File: config.mk
export PLATFORM = sky130hd
export DESIGN_NAME = fractional_baud_divider_search
export DESIGN_NICKNAME = d
export VERILOG_FILES = /design/src/design/fbd_pkg.sv /design/src/design/fbd_div.sv /design/src/design/fractional_baud_divider_search.sv
export SDC_FILE = /design/constraint.sdc
export NUM_CORES = 1
export LEC_CHECK = 0
export ABC_AREA = 1
export BUFFER_PORTS_ARGS = -buffer_cell sky130_fd_sc_hd__buf_2
export CAP_MARGIN = 0
export CORE_ASPECT_RATIO = 0.7
export CORE_MARGIN = 2
export CORE_UTILIZATION = 57
export DETAILED_ROUTE_END_ITERATION = 10
export GPL_TIMING_DRIVEN = 0
export MAX_ROUTING_LAYER = met4
export PLACE_DENSITY = 0.83
export SYNTH_ARGS = -nofsm -noshare
export SYNTH_HDL_FRONTEND = slang
export SYNTH_SLANG_ARGS = --single-unit
File: constraint.sdc
create_clock -name clk -period 5.3 [get_ports clk]
set_input_delay 0.795 -clock clk [delete_from_list [all_inputs] [get_ports clk]]
set_output_delay 0.795 -clock clk [all_outputs]
set_load 0.03 [all_outputs]
File: src/design/fbd_pkg.sv
// ----------------------------------------------------------------------------
// fbd_pkg
// Types and constants shared by the fractional baud divider search and its
// shared divider unit.
// ----------------------------------------------------------------------------
`default_nettype none

package fbd_pkg;

  localparam int DIV_W       = 32;
  localparam int CLOCK_W     = 29;
  localparam int RATE_W      = 27;
  localparam int FIELD_W     = 10;
  // core clock / 100 and rate / 100 after scaling
  localparam int CLK_DIV_W   = 23;
  localparam int RATE_DIV_W  = 21;
  localparam int STEP_W      = 10;
  localparam int FRAC_BITS   = 10;
  localparam int CNT_W       = $clog2(DIV_W);

  localparam logic [STEP_W-1:0]  STEP_MAX       = 10'd1023;
  localparam logic [DIV_W-1:0]   PRESCALE_LIMIT = 32'd1024;
  localparam logic [DIV_W-1:0]   SCALE_DOWN     = 32'd100;
  localparam logic [CLOCK_W-1:0] CLOCK_RESET    = 29'd100000000;

  localparam logic [FIELD_W-1:0] FRAC_DEFAULT     = 10'h3ff;
  localparam logic [FIELD_W-1:0] STEP_DEFAULT     = 10'd1;
  localparam logic [FIELD_W-1:0] PRESCALE_DEFAULT = 10'd1;

  typedef enum logic [2:0] {
    ST_IDLE,
    ST_DIV_CLK,
    ST_DIV_RATE,
    ST_MUL,
    ST_DIV_STEP,
    ST_DONE
  } state_t;

  typedef struct packed {
    logic             start;
    logic [DIV_W-1:0] dividend;
    logic [DIV_W-1:0] divisor;
  } div_req_t;

  typedef struct packed {
    logic             done;
    logic [DIV_W-1:0] quotient;
  } div_rsp_t;

endpackage

`default_nettype wire

File: src/design/fbd_div.sv
// ----------------------------------------------------------------------------
// fbd_div
// Restoring radix-2 divider, one quotient bit per cycle. A start pulse loads
// the operands; done pulses for one cycle with the quotient valid.
// ----------------------------------------------------------------------------
`default_nettype none

module fbd_div (
  input  wire logic             clk,
  input  wire logic             rst,
  input  wire fbd_pkg::div_req_t req,
  output fbd_pkg::div_rsp_t     rsp
);
  import fbd_pkg::*;

  logic             busy;
  logic             done;
  logic [CNT_W-1:0] cnt;
  logic [DIV_W-1:0] rem;
  logic [DIV_W-1:0] quo;
  logic [DIV_W-1:0] dvs;

  logic [DIV_W:0]   rem_sh;
  logic [DIV_W:0]   rem_sub;
  logic             fits;

  always_comb begin
    rem_sh  = {rem, quo[DIV_W-1]};
    rem_sub = rem_sh - {1'b0, dvs};
    fits    = (rem_sh >= {1'b0, dvs});
  end

  always_ff @(posedge clk) begin
    if (rst) begin
      busy <= 1'b0;
      done <= 1'b0;
      cnt  <= '0;
    end else begin
      done <= 1'b0;
      if (req.start) begin
        busy <= 1'b1;
        cnt  <= '0;
      end else if (busy) begin
        cnt <= cnt + 1'b1;
        if (cnt == CNT_W'(DIV_W - 1)) begin
          busy <= 1'b0;
          done <= 1'b1;
        end
      end
    end
  end

  always_ff @(posedge clk) begin
    if (req.start) begin
      rem <= '0;
      quo <= req.dividend;
      dvs <= req.divisor;
    end else if (busy) begin
      if (fits) begin
        rem <= rem_sub[DIV_W-1:0];
        quo <= {quo[DIV_W-2:0], 1'b1};
      end else begin
        rem <= rem_sh[DIV_W-1:0];
        quo <= {quo[DIV_W-2:0], 1'b0};
      end
    end
  end

  assign rsp.done     = done;
  assign rsp.quotient = quo;

endmodule

`default_nettype wire

File: src/design/fractional_baud_divider_search.sv
// ----------------------------------------------------------------------------
// fractional_baud_divider_search
// Searches fractional divider steps 1023 down to 1 for the step whose
// quotient clock*step/rate has the smallest 10-bit fraction with a prescale
// below 1024, using one shared iterative divider.
//
//   channel   signals                                  direction
//   cfg       cfg_wr_en, cfg_wr_data (core clock Hz)   in, no wait
//   in        in_valid/in_ready, requested_rate_hz     in
//   out       out_valid/out_ready, divider_step,       out
//             prescale_int, frac_residue, rate_error
//
// Items are taken one at a time: each runs to ST_DONE before the next is
// accepted. Every step multiplies in ST_MUL and then divides in ST_DIV_STEP
// through the shared divider, after two divider passes up front that scale
// clock and rate by 100; a rate under 100 Hz finishes after those passes.
// in_ready is high only while idle and out of reset; a finished result waits
// in the output register while the next item is taken.
// Synchronous reset clears the FSM, output valid and loads the default clock.
// ----------------------------------------------------------------------------
`default_nettype none

module fractional_baud_divider_search (
  input  wire logic        clk,
  input  wire logic        rst,
  input  wire logic        cfg_wr_en,
  input  wire logic [28:0] cfg_wr_data,
  input  wire logic        in_valid,
  output logic             in_ready,
  input  wire logic [26:0] requested_rate_hz,
  output logic             out_valid,
  input  wire logic        out_ready,
  output logic [9:0]       divider_step,
  output logic [9:0]       prescale_int,
  output logic [9:0]       frac_residue,
  output logic             rate_error
);
  import fbd_pkg::*;

  state_t state, state_next;

  logic [CLOCK_W-1:0]    core_clock;
  logic [RATE_W-1:0]     rate_hz;
  logic [CLK_DIV_W-1:0]  clk_div;
  logic [RATE_DIV_W-1:0] rate_div;
  logic [STEP_W-1:0]     step_counter;
  logic [FIELD_W-1:0]    best_fraction;
  logic [FIELD_W-1:0]    best_step;
  logic [FIELD_W-1:0]    best_prescale;
  logic                  err;

  div_req_t div_req;
  div_rsp_t div_rsp;

  logic                   in_fire;
  logic                   out_load;
  logic [DIV_W:0]         prod_full;
  logic [DIV_W-1:0]       whole;
  logic [FRAC_BITS-1:0]   frac;
  logic                   better;

  fbd_div u_div (
    .clk (clk),
    .rst (rst),
    .req (div_req),
    .rsp (div_rsp)
  );

  assign in_fire = in_valid && in_ready;

  always_comb begin
    prod_full = {{(DIV_W + 1 - CLK_DIV_W){1'b0}}, clk_div}
              * {{(DIV_W + 1 - STEP_W){1'b0}}, step_counter};
    whole     = div_rsp.quotient >> FRAC_BITS;
    frac      = div_rsp.quotient[FRAC_BITS-1:0];
    better    = (whole < PRESCALE_LIMIT) && (FIELD_W'(frac) < best_fraction);
  end

  // sequencer
  always_ff @(posedge clk) begin
    if (rst) begin
      state <= ST_IDLE;
    end else begin
      state <= state_next;
    end
  end

  always_comb begin
    state_next       = state;
    in_ready         = 1'b0;
    out_load         = 1'b0;
    div_req.start    = 1'b0;
    div_req.dividend = DIV_W'(core_clock);
    div_req.divisor  = SCALE_DOWN;
    unique case (state)
      ST_IDLE: begin
        in_ready = !rst;
        if (in_valid && !rst) begin
          div_req.start = 1'b1;
          state_next    = ST_DIV_CLK;
        end
      end
      ST_DIV_CLK: begin
        div_req.dividend = DIV_W'(rate_hz);
        if (div_rsp.done) begin
          div_req.start = 1'b1;
          state_next    = ST_DIV_RATE;
        end
      end
      ST_DIV_RATE: begin
        if (div_rsp.done) begin
          if (div_rsp.quotient == '0) begin
            state_next = ST_DONE;
          end else begin
            state_next = ST_MUL;
          end
        end
      end
      ST_MUL: begin
        // divider input register holds the product
        div_req.start    = 1'b1;
        div_req.dividend = prod_full[DIV_W-1:0];
        div_req.divisor  = DIV_W'(rate_div);
        state_next       = ST_DIV_STEP;
      end
      ST_DIV_STEP: begin
        div_req.divisor = DIV_W'(rate_div);
        if (div_rsp.done) begin
          if (step_counter == STEP_W'(1)) begin
            state_next = ST_DONE;
          end else begin
            state_next = ST_MUL;
          end
        end
      end
      ST_DONE: begin
        if (!out_valid || out_ready) begin
          out_load   = 1'b1;
          state_next = ST_IDLE;
        end
      end
      default: begin
        state_next = ST_IDLE;
      end
    endcase
  end

  always_ff @(posedge clk) begin
    if (rst) begin
      core_clock <= CLOCK_RESET;
    end else if (cfg_wr_en) begin
      core_clock <= cfg_wr_data;
    end
  end

  always_ff @(posedge clk) begin
    if (rst) begin
      step_counter  <= '0;
      best_fraction <= FRAC_DEFAULT;
      best_step     <= STEP_DEFAULT;
      best_prescale <= PRESCALE_DEFAULT;
      err           <= 1'b0;
    end else begin
      if (in_fire) begin
        rate_hz       <= requested_rate_hz;
        step_counter  <= '0;
        best_fraction <= FRAC_DEFAULT;
        best_step     <= STEP_DEFAULT;
        best_prescale <= PRESCALE_DEFAULT;
        err           <= 1'b0;
      end
      if (state == ST_DIV_CLK && div_rsp.done) begin
        clk_div <= div_rsp.quotient[CLK_DIV_W-1:0];
      end
      if (state == ST_DIV_RATE && div_rsp.done) begin
        rate_div <= div_rsp.quotient[RATE_DIV_W-1:0];
        if (div_rsp.quotient == '0) begin
          err <= 1'b1;
        end else begin
          step_counter <= STEP_MAX;
        end
      end
      if (state == ST_DIV_STEP && div_rsp.done) begin
        if (better) begin
          best_fraction <= FIELD_W'(frac);
          best_prescale <= whole[FIELD_W-1:0];
          best_step     <= FIELD_W'(step_counter);
        end
        step_counter <= step_counter - 1'b1;
      end
    end
  end

  // output register
  always_ff @(posedge clk) begin
    if (rst) begin
      out_valid <= 1'b0;
    end else if (out_load) begin
      out_valid <= 1'b1;
    end else if (out_ready) begin
      out_valid <= 1'b0;
    end
  end

  always_ff @(posedge clk) begin
    if (out_load) begin
      divider_step <= best_step;
      prescale_int <= best_prescale;
      frac_residue <= best_fraction;
      rate_error   <= err;
    end
  end

endmodule

`default_nettype wire
# Word-level counts from Yosys, hierarchy flattened
# Index checks and enable logic that the tools add are counted.
[totals]
regBits = 279
in_bits = 61
output_inout_bits = 33
wordCells = 104
[op_classes]
add_sub_neg = 3
mul = 1
order_cmp = 3
eq_ne = 12
mux = 41
bitwise_logic = 2
reduce_logical = 20
[ops]
columns = ["cell", "n"]
rows = [
  ["$mux 10", 13],
  ["$mux 32", 3],
  ["$pmux 32 s2", 1],
  ["$ge 33x32->1", 1],
  ["$logic_not 32->1", 1],
  ["$mul 23x10->32", 1],
  ["$sub 32x32->32", 1],
  ["$lt 22x11->1 const B", 1],
  ["$mux 3", 7],
  ["$pmux 3 s6", 1],
  ["$mux 1", 15],
  ["$eq 10x1->1 const B", 1],
  ["$lt 10x10->1", 1],
  ["$sub 10x1->10 const B", 1],
  ["$eq 3x2->1 const B", 2],
  ["$eq 3x3->1 const B", 2],
  ["$logic_and 1x1->1", 6],
  ["$ne 2x1->1 const B", 3],
  ["$reduce_and 2->1", 3],
  ["$add 5x1->5 const B", 1],
  ["$eq 5x5->1 const B", 1],
  ["$reduce_and 5->1", 1],
  ["$ne 2x2->1 const B", 2],
  ["$reduce_bool 2->1", 2],
  ["other kinds (8)", 11],
]

# Depth between registers and ports, before layout
# Gate-level depths: netlist (run 1).
[logic_depth]
word_depth = 7
ltp_mapped = 27
mapped_depth_nobuf = 25

# Cells and area by module
# From an unflattened synthesis (run 1), not the netlist that was laid out.
[unflattened]
cells_unflattened = 3024
hier_area_um2 = 22399.0
[by_module_without_submodules]
columns = ["module", "instances", "cells_per_inst", "area_per_inst_um2"]
rows = [
  ["fractional_baud_divider_search", 1, 2033, 15517.4],
  ["fbd_div", 1, 991, 6881.6],
]

# Least setup slack after synthesis (run 1)
# OpenSTA, ideal clock, no wires.
[synth_path]
path_kind = "reg2reg"
startpoint = "register step_counter[9]"
endpoint = "register u_div.quo[23] (data pin)"
setup_time_ns = 0.252
arrival_time_ns = 5.049
t_required_ns = 5.048
setup_slack_ns = -0.001
path_stages_with_launch = 26
period_less_slack_ns = 5.301
cell_sequence = "dfxtp_1 > clkbuf_1 > clkbuf_1 > nand2_1 > fa_1 > inv_1 > fa_1 > inv_1 > fa_1 > inv_1 > fa_1 > inv_1 > fa_1 > inv_1 > ha_1 > nand2_1 > nor2_1 > inv_1 > nor3_1 > o21ai_0 > nand3_1 > nand2_1 > nand2_1 > nand2_1 > nand2_1 > nand2_1"
[synth_via]
elab_chain_len = 3
[synth_lines]
columns = ["item", "line", "text"]
rows = [
  ["from (decl)", "fractional_baud_divider_search.sv:46", "logic [STEP_W-1:0] step_counter;"],
  ["from (signal assigned)", "fractional_baud_divider_search.sv:189", "step_counter <= step_counter - 1'b1;"],
  ["$mul 23x10->32", "fractional_baud_divider_search.sv:73", "* {{(DIV_W + 1 - STEP_W){1'b0}}, step_counter};"],
  ["$pmux 32 s2", "fractional_baud_divider_search.sv:95", "unique case (state)"],
  ["$mux 32", "fbd_div.sv:54", "if (req.start) begin"],
  ["to (signal assigned)", "fbd_div.sv:56", "quo <= req.dividend;"],
  ["to (signal assigned)", "fbd_div.sv:61", "quo <= {quo[DIV_W-2:0], 1'b1};"],
  ["to (signal assigned)", "fbd_div.sv:64", "quo <= {quo[DIV_W-2:0], 1'b0};"],
  ["to (decl)", "fbd_div.sv:20", "logic [DIV_W-1:0] quo;"],
]
# No other way between the ends.
# A chain may end at the register's enable or synchronous reset.

# Final worst setup path (run 1)
[layout_path]
startpoint = "register clk_div[13]"
endpoint = "register u_div.quo[31] (data pin)"
[layout_via]
elab_chain_len = 3
[layout_lines]
columns = ["item", "line", "text"]
rows = [
  ["from (decl)", "fractional_baud_divider_search.sv:44", "logic [CLK_DIV_W-1:0] clk_div;"],
  ["from (signal assigned)", "fractional_baud_divider_search.sv:173", "clk_div <= div_rsp.quotient[CLK_DIV_W-1:0];"],
  ["$mul 23x10->32", "fractional_baud_divider_search.sv:73", ""],
  ["$pmux 32 s2", "fractional_baud_divider_search.sv:95", ""],
  ["$mux 32", "fbd_div.sv:54", ""],
]
# No other way between the ends.

==> summary by stage, run 1 <==
Global routing
The initial antenna violation count was 0. Entering global routing, the biggest net connects 35 pins. The total track usage is between 30% and 40%.

After global routing the overflow that remains totals 0. The first global-routing pass estimated approximately 100,000 um of wire. The via count of the first global-routing pass was between 15,000 and 20,000.

STA
The final cycle utilization of the critical path is 98.7%. The slew at the pin closest to its max-slew limit is about 0.84 ns. The worst hold slack is about 0.41 ns. The clock period minus final worst setup slack is 5.23 ns. Setup violations remaining at the end of the flow were counted as 0.

The top achievable clock speed is between 150 and 200 MHz. The worst setup skew after layout is between 0.01 and 0.015 ns. Setup repair after global routing could not meet its margin everywhere. The count of final hold-check violations is 0. In this run the tightest slew margin relative to its limit is about 44%. The final-report max-slew violation count was 0.

Place
The routability congestion estimate is roughly 1.1. After detailed placement, the total cell area comes to between 0.02 and 0.025 mm2. The total of buffers placed on input and output ports is 92.

The sum of net half-perimeters after detailed placement is a little over 50,000 um.

Setup path
The slack of the worst reg-to-reg path is 0.07 ns. The kind of launch point of the worst setup path is a register. The launch instance of the worst register-to-register path is clk_div[13]$_DFFE_PP_.

The required arrival time at the worst endpoint is ~5.6 ns. The data arrival time of the critical path is 5.54 ns. The worst setup path is captured at a register.

The critical path is of the register to register type. Along the worst path, the maximum fanout reaches 6. The worst register-to-register path has a depth of 21. In this run the critical register-to-register path is captured at u_div.quo[31]$_DFFE_PP_.

Yosys
Counting every net in the synthesized netlist gives between 3,000 and 4,000. The sequential area share after synthesis is about a third. In this run the cell area of the synthesized design comes to between 0.02 and 0.025 mm2. After synthesis, the mean cell area works out to about 7.5 um2. The most used flip-flop cell after synthesis is sky130_fd_sc_hd__edfxtp_1.

Among all cell types in the netlist, the one instantiated most often is sky130_fd_sc_hd__nand2_1. The synthesized flop and latch total is around 270. The yosys synthesis warning count is 0. The async set-reset flop share out of synthesis is 0%. After technology mapping, the gate count stands at 2,828. Sorting the synthesized cells by how often they occur yields sky130_fd_sc_hd__nand2_1 (907), sky130_fd_sc_hd__inv_1 (557), sky130_fd_sc_hd__nor2_1 (224). The top cell type by area accounts for 22.0% of the synthesized area.

In this run, synthesis inferred around 160 flip-flops with an integrated enable. The count of unique library cells instantiated by Yosys is between 40 and 50. By area the synthesized netlist is led by sky130_fd_sc_hd__edfxtp_1 (22%), sky130_fd_sc_hd__nand2_1 (16%), sky130_fd_sc_hd__fa_1 (16%).

sky130_fd_sc_hd__edfxtp_1 takes more of the synthesized area than any other cell.

Finish
After the last flow step, the layout net total stands at 3,325. The share of layout cells above drive strength 1 is around 13%. Compared with the post-synthesis result, the final layout area differs by 16.4%. Cells fill a little under 70% of the core in the end.

The area of all placed cells without fillers is approximately 0.025 mm2.

Run
The number of maximum-capacitance constraint violations is 0.

Clocking
The tree is rooted in a sky130_fd_sc_hd__clkbuf_16. For the worst-skew pair, the clock arrives at the later sink with an insertion delay of 0.56 ns. The clock net sink count is between 200 and 300.

TritonCTS built the clock tree. The clock-pin slew of the registers on the worst-case setup and hold paths is 0.07 ns. Hold repair after CTS inserted 0 buffers.

Buffers inserted during clock tree synthesis total 26. The maximum clock insertion buffer count is 3. The H-tree depth is 1.

Routing
The first TritonRoute pass finished after 6 iterations. The mean number of vias per cell is 5.58. The detailed router's first-iteration violation count is 2,289.

The final antenna-violating net count is 0. The routed length per placed instance is about 19 um. The DRC violation count after routing is 0. After detailed routing, the total wire length is 67,200 um. The total number of vias is 19,539.

Die
The region available for standard cell placement spans between 0.03 and 0.04 mm2. The die width is 234 um. The number of rows in the core area is a little under 60. The die is 165 um tall. The number of placed I/O pins is between 90 and 100. The starting utilization of the core area is around 58%. The floorplan step defined a die boundary enclosing 0.0386 mm2.

Hold path
Along the worst hold path, the cell count comes to 1. The start point of the worst min-delay path is requested_rate_hz[22]. In this run the worst hold path is classified as input port to register. The capture endpoint of the worst hold path is rate_hz[22]$_DFFE_PP_.

Status
The flow ran to the end, and the final reports show no timing, DRC or antenna violations.

Pwr
For this design the ratio of total power to cell area is just under 300 mW/mm2. In this run the static leakage power is 13.1 nW. The highest ir drop seen on vdd is around 280 uV.
[cell families (layout without fill, tap and decap cells)]
family	Yosys count	count (layout)	synth area share, %
adder cells (fa/ha/maj)	265	265	21.6
buffers and inverters	679	870	12.2
AO/OA/AOI/OAI	239	239	6.33
AND/OR/NAND/NOR	1353	1353	26.1
other	0	4	0
XOR/XNOR	24	24	0.996
flip-flops	268	268	32.8
[worst max path at each step]
stage | to | depth (start not counted) | startpoint
2_1_floorplan | u_div.quo[23]$_DFFE_PP_ | 25 | step_counter[8]$_SDFF_PP0_
3_3_place_gp | u_div.quo[23]$_DFFE_PP_ | 25 | step_counter[8]$_SDFF_PP0_
3_5_place_dp | u_div.quo[23]$_DFFE_PP_ | 25 | step_counter[8]$_SDFF_PP0_
4_1_cts | u_div.quo[31]$_DFFE_PP_ | 23 | step_counter[3]$_SDFF_PP0_
5_1_grt | u_div.quo[31]$_DFFE_PP_ | 21 | step_counter[3]$_SDFF_PP0_
6_report | u_div.quo[31]$_DFFE_PP_ | 21 | clk_div[13]$_DFFE_PP_
[metal layers]
metal / GRT usage, % / vias to the layer above / share of wire [%]
met1: 50.7 / 9161 / 41
met4: 7.34 / 0 / 2.3
met5: - / - / 0
met2: 48.8 / 1200 / 41
li1: - / 9041 / -
met3: 12.9 / 137 / 16
[per-stage QoR]
stage	setup TNS, ns	total power, mW	instances	worst slack [ns]
2_1_floorplan	0	4.40	2828	0.00723
3_3_place_gp	-21.35	5.12	3400	-1.25
3_5_place_dp	-21.97	5.20	3404	-1.26
4_1_cts	-0.00327	7.16	3464	-0.00327
5_1_grt	-0.447	7.61	3499	-0.105
6_report	0	7.26	3503	0.0679
[cells in the final DEF (no fill, tap or decap), types with 31 or more instances in the layout]
cell type | Yosys | layout
sky130_fd_sc_hd__a21oi_1 | 105 | 97
sky130_fd_sc_hd__buf_2 | 22 | 114
sky130_fd_sc_hd__buf_4 | 0 | 66
sky130_fd_sc_hd__clkbuf_1 | 74 | 41
sky130_fd_sc_hd__clkbuf_16 | 0 | 31
sky130_fd_sc_hd__dfxtp_1 | 113 | 104
sky130_fd_sc_hd__edfxtp_1 | 155 | 155
sky130_fd_sc_hd__fa_1 | 166 | 160
sky130_fd_sc_hd__ha_1 | 99 | 82
sky130_fd_sc_hd__inv_1 | 557 | 549
sky130_fd_sc_hd__nand2_1 | 907 | 878
sky130_fd_sc_hd__nand3_1 | 131 | 123
sky130_fd_sc_hd__nand4_1 | 34 | 34
sky130_fd_sc_hd__nor2_1 | 224 | 201
sky130_fd_sc_hd__o21ai_0 | 70 | 68
[worst max-delay path: stages (launching register included)]
cell and delay [ns]:
sky130_fd_sc_hd__edfxtp_1 0.43, sky130_fd_sc_hd__buf_4 0.20, sky130_fd_sc_hd__buf_4 0.13, sky130_fd_sc_hd__nand2_1 0.06
sky130_fd_sc_hd__inv_1 0.04, sky130_fd_sc_hd__fa_1 0.46, sky130_fd_sc_hd__fa_1 0.56, sky130_fd_sc_hd__fa_1 0.44
sky130_fd_sc_hd__fa_1 0.55, sky130_fd_sc_hd__inv_1 0.06, sky130_fd_sc_hd__fa_1 0.54, sky130_fd_sc_hd__inv_1 0.07
sky130_fd_sc_hd__ha_4 0.33, sky130_fd_sc_hd__nand2_4 0.08, sky130_fd_sc_hd__nor2_4 0.13, sky130_fd_sc_hd__inv_2 0.06
sky130_fd_sc_hd__nor3_4 0.25, sky130_fd_sc_hd__nand3b_1 0.24, sky130_fd_sc_hd__nand2_1 0.13, sky130_fd_sc_hd__nand2_1 0.06
sky130_fd_sc_hd__nand3_2 0.10, sky130_fd_sc_hd__nand2_1 0.06
[repair_timing]
item	4_1_cts	5_1_grt
setup endpoints to repair	25	22
gates resized for setup	112	118
gates cloned	0	2
pin swaps	10	78
setup buffers	40	34
[power by group]
group / total, mW / internal, mW / switching [mW] / leakage, nW
Clock: 1.98 / 1.12 / 0.861 / 0.441
Sequential: 2.91 / 2.58 / 0.325 / 2.36
Combinational: 2.38 / 0.721 / 1.66 / 10.3
[area by class of cell]
type / instances / area, um2
multi-input combinational: 1881 / 12200
fill: 2812 / 11600
sequential: 268 / 6940
inverter: 565 / 2120
timing repair buffer: 172 / 1220
clock buffer: 31 / 711
tap: 480 / 601
buffer: 85 / 596
clock inverter: 17 / 193
antenna: 4 / 10.0
[registers in the layout, indices dropped and copies added, names as in the netlist, 21 cells and up]
name	cells
core_clock	29
u_div.quo	32
rate_div	21
rate_hz	27
u_div.rem	32
clk_div	23
u_div.dvs	21
(Power assumes the default switching activity.)
==> run 2, diff against run 1 <==
--- a/config.mk
+++ b/config.mk
@@ -8,13 +8,13 @@
 export ABC_AREA = 1
 export BUFFER_PORTS_ARGS = -buffer_cell sky130_fd_sc_hd__buf_2
 export CAP_MARGIN = 0
-export CORE_ASPECT_RATIO = 0.7
+export CORE_ASPECT_RATIO = 0.8
 export CORE_MARGIN = 2
-export CORE_UTILIZATION = 57
+export CORE_UTILIZATION = 65
 export DETAILED_ROUTE_END_ITERATION = 10
 export GPL_TIMING_DRIVEN = 0
 export MAX_ROUTING_LAYER = met4
-export PLACE_DENSITY = 0.83
+export PLACE_DENSITY = 0.89
 export SYNTH_ARGS = -nofsm -noshare
 export SYNTH_HDL_FRONTEND = slang
 export SYNTH_SLANG_ARGS = --single-unit
==> constraint.sdc (replaced) <==
create_clock -name clk -period 6.4 [get_ports clk]
set_input_delay 0.96 -clock clk [delete_from_list [all_inputs] [get_ports clk]]
set_output_delay 0.96 -clock clk [all_outputs]
set_load 0.03 [all_outputs]
==> run 2 against run 1 <==
Compared with the run above: count of clock-buffer cells in the layout grew 6; hold slack improved by 0.0099 ns; die area fell by 12%; largest cell class unchanged.
==> summary by stage, run 2 (synthesis results as in run 1) <==
Die
The core footprint is 0.0317 mm2 (-12%). The number of placed I/O pins came to 94 (unchanged). The starting utilization of the core area was 66.6% (+8.3 points).

The die outline area is 0.0339 mm2 (-12%). The height of the chip is 165 um (+0.11%). The number of rows in the core area is 58 (unchanged). The die width was 205 um (-12%).

Setup path
The kind of end point of the critical path is a register. Among cell families on the critical path, the largest total delay comes from adder cells. The critical path's slowest cell is sky130_fd_sc_hd__dfxtp_1. The required arrival time at the worst endpoint is 6.74 ns (+1.13 ns). The data arrival time of the critical path was 6.49 ns (+0.95 ns). The slack of the worst reg-to-reg path is 0.24 ns (+0.17 ns).

The combined buffer and inverter count along the critical path is 7 (+1). The cell count along the critical path is 24 (+14%). The kind of launch point of the worst setup path is a register.

The most numerous cell type found on the critical path is sky130_fd_sc_hd__nand2_1. The end of the worst register-to-register path is u_div.quo[23]$_DFFE_PP_. The most critical setup path has its startpoint at step_counter[1]$_SDFF_PP0_.

The worst reg2reg path depth is 24 (+14%). The delay contributed by the slowest stage of the critical path came to 0.68 ns (+0.12 ns). The launch instance of the worst register-to-register path is step_counter[1]$_SDFF_PP0_. The signal on the critical path passes through clkbuf_1 > nand2_1 > fa_1 > inv_1 > fa_1 > inv_1 > fa_1 > inv_1 > fa_1 > inv_1 > fa_1 > inv_1 > ha_1 > nand2_1 > nor2_1 > inv_1 > nor3_1 > o21ai_0 > nand3_1 > nand2_1 > nand2_1 > nand2_1 > nand2_1 > nand2_1.

The critical path is of the register to register type. The maximum fanout encountered on the critical timing path is 10 (+4). The critical path ends at u_div.quo[23]$_DFFE_PP_.

Routing
The routed length per placed instance is 18.0 um (-6.3%). The total number of vias is 19,000 (-2.8%). The DRC violation count after routing is 0 (unchanged). The total detailed-routing wirelength is 60,800 um (-9.4%). The detailed router's first-iteration violation count came to 2,259 (-1.3%).

The iteration count of the initial detailed-routing pass is 6 (unchanged). The mean number of vias per cell came to 5.61 (+0.57%). The final antenna-violating net count was 0 (unchanged).

Pwr
The share of total power consumed by net switching is 37.9% (-1.3 points). The total net switching power is 2.25 mW (-21%). The relative contribution of combinational cells to total power is 31.2% (-1.5 points). The highest ir drop seen on vdd came to 225 uV (-21%). The leakage component of the power is 12.5 nW (-4.8%). The internal power of the cells is 3.70 mW (-16%). The power per standard cell area is 258 mW/mm2 (-13%).

The sequential cell fraction of total power came to 40.6% (+0.6 points). The share of total power in the clock network is 28.2% (+0.9 points).

Finish
Compared with the post-synthesis result, the final layout area differs by 9.35%. The post-route core utilization is 72.8% (+4.9 points). The number of antenna diodes is 0 (-4). In the final layout, the registers with the most flip-flops are u_div.quo: 32 flops, u_div.rem: 32 flops, core_clock: 29 flops. Leaving out fill and tap cells, the most frequent cell in the layout is sky130_fd_sc_hd__nand2_1.

The count of placed standard cells in the final layout, fillers left out is 3,387 (-3.3%). Leaving out fill and tap cells, the most frequent cells in the layout are sky130_fd_sc_hd__nand2_1 (907), sky130_fd_sc_hd__inv_1 (557), sky130_fd_sc_hd__nor2_1 (221). The filler cell count in the final layout is 2,458 (-13%). The share of layout cells above drive strength 1 came to 7.18% (-6.2 points).

The number of nets in the layout was 3,272 (-1.6%).

STA
Setup repair after global routing could not meet its margin everywhere. The final-report max-slew violation count is 0 (unchanged). The slack of the critical path is 0.241 ns (+0.174 ns).

The worst setup skew after layout was 0.0197 ns (+0.00594 ns). The number of setup violations in the final report was 0 (unchanged). The top achievable clock speed was 162 MHz (-15%). The slew at the pin closest to its max-slew limit was 0.871 ns (+0.0268 ns). The worst hold slack came to 0.424 ns (+0.00986 ns). The sum of negative setup slack came to 0 ns (unchanged).

The headroom to the max-slew limit was 41.9% (-1.8 points). The final cycle utilization of the critical path is 96.2% (-2.5 points). The count of final hold-check violations is 0 (unchanged). The clock period minus final worst setup slack came to 6.16 ns (+0.926 ns).

Run
The number of maximum-capacitance constraint violations is 0 (unchanged).

Place
The cell count after placement came to 3,343 (-1.8%). The pre-CTS setup slack is -0.198 ns (+1.06 ns). The sum of net half-perimeters after detailed placement is 48,000 um (-6.8%). The routability congestion estimate is 1.04 (-8.5%).

The total of buffers placed on input and output ports is 92 (unchanged).

Clocking
The TritonCTS clock tree is built. The source-to-sink clock delay at the later pin of the worst-skew pair is 0.57 ns (about the same). The number of buffers created by CTS is 27 (+3.8%). The clock-pin slew of the registers on the worst-case setup and hold paths is 0.07 ns (about the same). The hold-fix buffer count after cts is 0 (unchanged). The root buffer cell chosen for the clock tree is sky130_fd_sc_hd__clkbuf_16.

The H-tree depth is 1 (unchanged). The maximum clock insertion buffer count is 3 (unchanged). The clock net sink count is 268 (unchanged).

Hold path
The kind of path behind the tightest hold check is register to register. The number of cells on the worst hold path is 0 (-1).

Status
The flow ran to the end, and the final reports show no timing, DRC or antenna violations.

Global routing
The wire length of the first global-routing pass is 95,600 um (-5.4%). The largest net degree at the start of global routing is 37 (+5.7%). The total global routing overflow is 0 (unchanged). The initial antenna violation count is 0 (unchanged). The total track usage is 37.8% (+2.1 points). The via count of the first global-routing pass is 18,181 (-0.31%).
run 2: power by group through the flow:
| stage | logic (mW) | registers, mW | clock network (mW) |
|---|---|---|---|
| finish | 1.86 | 2.42 | 1.68 |
| global route | 2.08 | 2.43 | 1.74 |
| global placement | 1.76 | 2.42 | 0 |
| detailed placement | 1.81 | 2.43 | 0 |
| floorplan | 1.35 | 2.30 | 0 |
| CTS | 1.82 | 2.40 | 1.68 |
run 2: layout make-up:
cell class | count | area, um2 | share of cell area (%)
Multi-Input combinational cell | 1881 | 11600 | 50.4
Sequential cell | 268 | 6920 | 30.0
Inverter | 565 | 2120 | 9.19
Clock buffer | 37 | 763 | 3.31
Tap cell | 420 | 526 | 2.28
Timing Repair Buffer | 95 | 505 | 2.19
Buffer | 108 | 453 | 1.96
Clock inverter | 13 | 169 | 0.732
run 2: how the worst min path moves through the flow:
stage / start / to
5_1_grt: best_step[1]$_SDFF_PP0_ / divider_step[1]$_DFFE_PP_
4_1_cts: best_step[1]$_SDFF_PP0_ / divider_step[1]$_DFFE_PP_
3_5_place_dp: best_step[1]$_SDFF_PP0_ / divider_step[1]$_DFFE_PP_
3_3_place_gp: best_prescale[8]$_SDFF_PP0_ / prescale_int[8]$_DFFE_PP_
6_report: best_step[1]$_SDFF_PP0_ / divider_step[1]$_DFFE_PP_
2_1_floorplan: best_step[0]$_SDFF_PP1_ / divider_step[0]$_DFFE_PP_
run 2: metrics by stage:
step | area (um2) | power (mW)
after CTS | 23100 | 5.90
after global routing | 23100 | 6.24
after global placement | 22100 | 4.18
after floorplan | 21100 | 3.65
after detailed placement | 22200 | 4.24
final | 23100 | 5.96
run 2: what timing repair did:
item | 4_1_cts | 5_1_grt
setup endpoints to repair | 6 | 21
pin swaps | 0 | 0
resized for setup | 2 | 25
buffers inserted | 0 | 0
run 2: worst register-to-register path, stage by stage, from the launching register on:
cell	delay, ns
sky130_fd_sc_hd__dfxtp_1	0.68
sky130_fd_sc_hd__clkbuf_1	0.47
sky130_fd_sc_hd__nand2_1	0.15
sky130_fd_sc_hd__fa_1	0.51
sky130_fd_sc_hd__inv_1	0.06
sky130_fd_sc_hd__fa_1	0.50
sky130_fd_sc_hd__inv_1	0.05
sky130_fd_sc_hd__fa_1	0.47
sky130_fd_sc_hd__inv_1	0.06
sky130_fd_sc_hd__fa_1	0.55
sky130_fd_sc_hd__inv_1	0.10
sky130_fd_sc_hd__fa_1	0.56
sky130_fd_sc_hd__inv_1	0.05
sky130_fd_sc_hd__ha_1	0.39
sky130_fd_sc_hd__nand2_1	0.13
sky130_fd_sc_hd__nor2_1	0.17
sky130_fd_sc_hd__inv_1	0.07
sky130_fd_sc_hd__nor3_1	0.31
sky130_fd_sc_hd__o21ai_0	0.19
sky130_fd_sc_hd__nand3_1	0.11
sky130_fd_sc_hd__nand2_1	0.05
sky130_fd_sc_hd__nand2_1	0.09
sky130_fd_sc_hd__nand2_1	0.08
sky130_fd_sc_hd__nand2_1	0.09
sky130_fd_sc_hd__nand2_1	0.06
run 2: metal layers:
metal | vias to the layer above | GRT usage [%] | wire [um]
met5 | - | - | 0
met4 | 0 | 10.9 | 1730
met3 | 137 | 7.79 | 7370
met2 | 1090 | 56.5 | 26700
met1 | 8844 | 52.4 | 25100
li1 | 8929 | - | -
